### src/rtl/core/lbp_pkg.sv
`timescale 1ns / 1ps
// ----------------------------------------------------------------------------
// lbp_pkg
// Shared types and constants for the 3x3 local binary pattern block.
// ----------------------------------------------------------------------------
package lbp_pkg;

   localparam int PIX_W        = 8;
   localparam int DIM_W        = 12;   // width/height register fields
   localparam int ROW_W        = 11;   // row counter, heights up to 2048
   localparam int POS_W        = 11;   // out_x / out_y
   localparam int SUM_W        = 9;    // centre + threshold
   localparam int CSR_ADDR_W   = 4;
   localparam int CSR_DATA_W   = 32;
   localparam int MAX_WIDTH_DEF = 2048;

   localparam logic [DIM_W-1:0] DIM_MIN      = 12'd3;
   localparam logic [DIM_W-1:0] HEIGHT_LIMIT = 12'd2048;

   localparam logic [DIM_W-1:0] WIDTH_RST  = 12'd640;
   localparam logic [DIM_W-1:0] HEIGHT_RST = 12'd480;
   localparam logic [PIX_W-1:0] THRESH_RST = 8'd4;

   // register index, taken from paddr[3:2]
   typedef enum logic [1:0] {
      REG_WIDTH  = 2'd0,
      REG_HEIGHT = 2'd1,
      REG_THRESH = 2'd2,
      REG_INVERT = 2'd3
   } lbp_reg_type;

   typedef struct packed {
      logic [PIX_W-1:0] pixel;
      logic             frame_start;
   } lbp_req_type;

   typedef struct packed {
      logic [PIX_W-1:0] code;
      logic [POS_W-1:0] out_x;
      logic [POS_W-1:0] out_y;
      logic             frame_last;
   } lbp_rsp_type;

   // one window column, top to bottom
   typedef struct packed {
      logic [PIX_W-1:0] top;
      logic [PIX_W-1:0] mid;
      logic [PIX_W-1:0] bot;
   } lbp_col_type;

endpackage

### src/rtl/core/lbp_cell.sv
`timescale 1ns / 1ps
// ----------------------------------------------------------------------------
// lbp_cell
// One window column: holds three pixels, takes its neighbour's column on a
// shift and compares the incoming pixels against centre plus threshold.
// ----------------------------------------------------------------------------
module lbp_cell (
   input  logic                              clock,
   input  logic                              shift,
   input  lbp_pkg::lbp_col_type              col_in,
   input  logic [lbp_pkg::SUM_W-1:0]         sum,
   output lbp_pkg::lbp_col_type              col,
   output logic [2:0]                        ge
);
   import lbp_pkg::*;

   lbp_col_type col_ff;

   always_ff @(posedge clock) begin
      if (shift) begin
         col_ff <= col_in;
      end
   end

   // {top, mid, bot} against the 9-bit sum; a sum above 255 never matches
   assign ge[2] = {1'b0, col_in.top} >= sum;
   assign ge[1] = {1'b0, col_in.mid} >= sum;
   assign ge[0] = {1'b0, col_in.bot} >= sum;

   assign col = col_ff;

endmodule

### config.mk
export PLATFORM = sky130hd
export DESIGN_NAME = lbp_cell
export DESIGN_NICKNAME = d
export VERILOG_FILES = /design/src/rtl/core/lbp_pkg.sv /design/src/rtl/core/lbp_cell.sv
export SDC_FILE = /design/constraint.sdc
export NUM_CORES = 1
export LEC_CHECK = 0
export ABC_AREA = 1
export BUFFER_PORTS_ARGS = -buffer_cell sky130_fd_sc_hd__buf_2
export CAP_MARGIN = 20
export CORE_MARGIN = 1.5
export CORE_UTILIZATION = 30
export DETAILED_ROUTE_END_ITERATION = 8
export GPL_TIMING_DRIVEN = 0
export PLACE_DENSITY = 0.59
export SKIP_LAST_GASP = 1
export SYNTH_ARGS = -nofsm -noshare
export SYNTH_HDL_FRONTEND = slang
export SYNTH_SLANG_ARGS = --single-unit
### constraint.sdc
create_clock -name clock -period 2 [get_ports clock]
set_input_delay 0.2 -clock clock [delete_from_list [all_inputs] [get_ports clock]]
set_output_delay 0.2 -clock clock [all_outputs]
set_load 0.005 [all_outputs]
==> key figures <==
Pwr
  – Net Sw Frac: 0.248
  – PwrDens: 639 mW/mm^2
  – Seq pwr share: 0.548
  – Share of total power in combinational logic: 0.184
  – Leakage: 0.903 nW
  – Clock power share: 0.269
  – Switching pwr: 0.274 mW
  – VDD IR-drop max: 0.000289 V
  – Int Power: 0.830 mW

Layout
  – Area delta synth->final: 31.4%
  – Share of cells above drive strength 1: 0.348
  – Final Non-Filler Cells: 237
  – # diodes: 0
  – Max FFs per register: 24
  – Fillers: 409
  – Sequential Area: 721 sq um
  – Area of the multi-input gates: 518 sq um
  – Fin nets: 247
  – Final non-filler cell area: 0.00173 sq mm

Die
  – Initial Util: 0.319
  – Core area: 0.00412 sq mm
  – DIE HEIGHT: 69.2 um
  – Die ar.: 0.00479 sq mm
  – Number of cell rows: 23
  – Io pins: 62
  – Die width: 69.2 um

Placed design
  – Placer Congestion: 0.707
  – PortBufs: 61
  – Placed Area: 0.00168 sq mm
  – HPWL after DPL: 2120 um
  – Cells after DPL: 233

STA
  – Setup TNS: 0 ns
  – Hold Slack: 0.122 ns
  – Setup violators final: 0
  – Tightest Pin Transition: 0.545 ns
  – Post-route clock period utilization: 0.674
  – RSZ-0062 raised after global routing: no
  – Final hold vios: 0
  – Relative slew slack: 0.637
  – Fmax: 742 MHz
  – Number of max-slew violations in the final report: 0
  – Final min period: 1.35 ns

Clock network
  – CTS Buf Count: 3
  – Clk root buf: clkbuf_8
  – H-tree lvl count: 1
  – Clock Path Buffers: 2
  – CTS resizes: 0
  – CTS tree: built
  – CTS Sinks: 24
  – Clock transition at the registers of the reported paths: 0.09 ns
  – Hold_buf cts: 0
  – Setup bufs post-CTS: 0

Job
  – Max-cap violations: 0

Detailed routing
  – Drt total wl: 2600 um
  – Routed Antenna Nets: 0
  – Iter 0 DRT Violations: 58
  – Drt pass-1 iters: 4
  – Wire length per cell: 11.0 um
  – Via density per instance: 4.27
  – Via count: 1011
  – DRC viols: 0

Synth
  – Count leader, synth: nand2_1
  – Post-synth ARST share: 0
  – Largest cells by area after synthesis: edfxtp_1, ha_1, nand2_1
  – Synth area leader: edfxtp_1
  – Register area share after synthesis: 0.549
  – Avg Cell Area, Syn: 10.8 sq um
  – Top FF cell, synth: edfxtp_1
  – #FFs+latches synth: 24
  – Area of the mapped netlist: 0.00131 sq mm
  – Mapped Nets: 181
  – Most frequent cells after synthesis: nand2_1, edfxtp_1, ha_1, inv_1
  – Post-synth top area share: 0.549
  – Post-synth EDFFs: 24
  – Mapped Cells: 122
  – Distinct cells, synth: 8
  – Synth Warn #: 0

Worst setup path
  – CP cell instances: buf_2 -> inv_1 -> ha_1 -> a21oi_1 -> nor2_1 -> a21oi_1 -> nand2_1 -> buf_2
  – Largest fanout on the critical path: 3
  – CP peak stage delay: 0.25 ns
  – Critical-path top delay cell: ha_1
  – CP top delay family: buffers and inverters
  – Worst path arrival time: 1.15 ns
  – Kind of critical path: input pin to output port
  – Worst path bufs/invs: 3
  – Kind of end point of the critical path: output port
  – CP Launch Type: input pin
  – Critical path required time: 1.80 ns

GRT
  – Global Route met2 Usage: 0.194
  – GRT Util Overall: 0.116
  – Global route overflow: 0
  – Grt met3 use: 0.0203
  – Met1 Use GR: 0.144
  – First-pass GRT wire length: 4370 um
  – Vias in the first global route: 986
  – Global route hottest layer: met2
  – Largest net degree at the start of global routing: 25
  – Initial antenna violation count: 0

Hold path
  – Worst hold path type: input pin to register

Run status
  – Run status: finished, final reports clean
path summary, 6_finish.rpt:
| check | startpoint | end | slack, ns | cells after the start |
|---|---|---|---|---|
| min | col_in[6] | col[6] | 0.12 | 1 |
| max | sum[6] | ge[2] | 0.65 | 8 |
cell type report:
| class | count | share of cell area |
|---|---|---|
| clock inverters | 1 | 0.00217 |
| inverters | 20 | 0.0435 |
| multi-input cells | 78 | 0.300 |
| repair buffers | 61 | 0.177 |
| flip-flops and latches | 24 | 0.417 |
| clock buffers | 3 | 0.0239 |
| well taps | 50 | 0.0362 |
routing by layer:
metal	part of all wire	up-vias
li1	-	539
met1	0.44	432
met2	0.49	36
met3	0.051	4
met4	0.019	0
met5	0	-
power groups by stage:
| stage | clock network (mW) | registers, mW | logic, mW |
|---|---|---|---|
| after floorplan | 0 | 0.625 | 0.0868 |
| after global placement | 0 | 0.616 | 0.202 |
| after detailed placement | 0 | 0.616 | 0.206 |
| after CTS | 0.308 | 0.605 | 0.208 |
| after global routing | 0.324 | 0.609 | 0.240 |
| final | 0.296 | 0.604 | 0.203 |
layout by cell type (no fill, tap or decap):
master     n
nand3_1    3
a21oi_1    9
ha_1      24
clkbuf_8   3
buf_2     61
inv_2      1
clkinv_1   1
inv_1     19
edfxtp_1  24
nor2_1     9
nand2_1   33
per-stage QoR:
stage | worst slack [ns] | utilization | power [mW]
5_1_grt | 0.505 | 0.420 | 1.17
4_1_cts | 0.640 | 0.420 | 1.12
3_3_place_gp | 0.650 | 0.409 | 0.818
3_5_place_dp | 0.643 | 0.409 | 0.823
6_report | 0.653 | 0.420 | 1.10
2_1_floorplan | 0.924 | - | 0.711
kinds of logic after synthesis:
group	after synthesis	synth area share
and+or+nand+nor	45	0.131
DFF	24	0.549
AOI/OAI and AO/OA	9	0.0343
adders and majority gates	24	0.229
buffers and inverters	20	0.0571
Note: power is estimated with default switching activity, not from simulation.
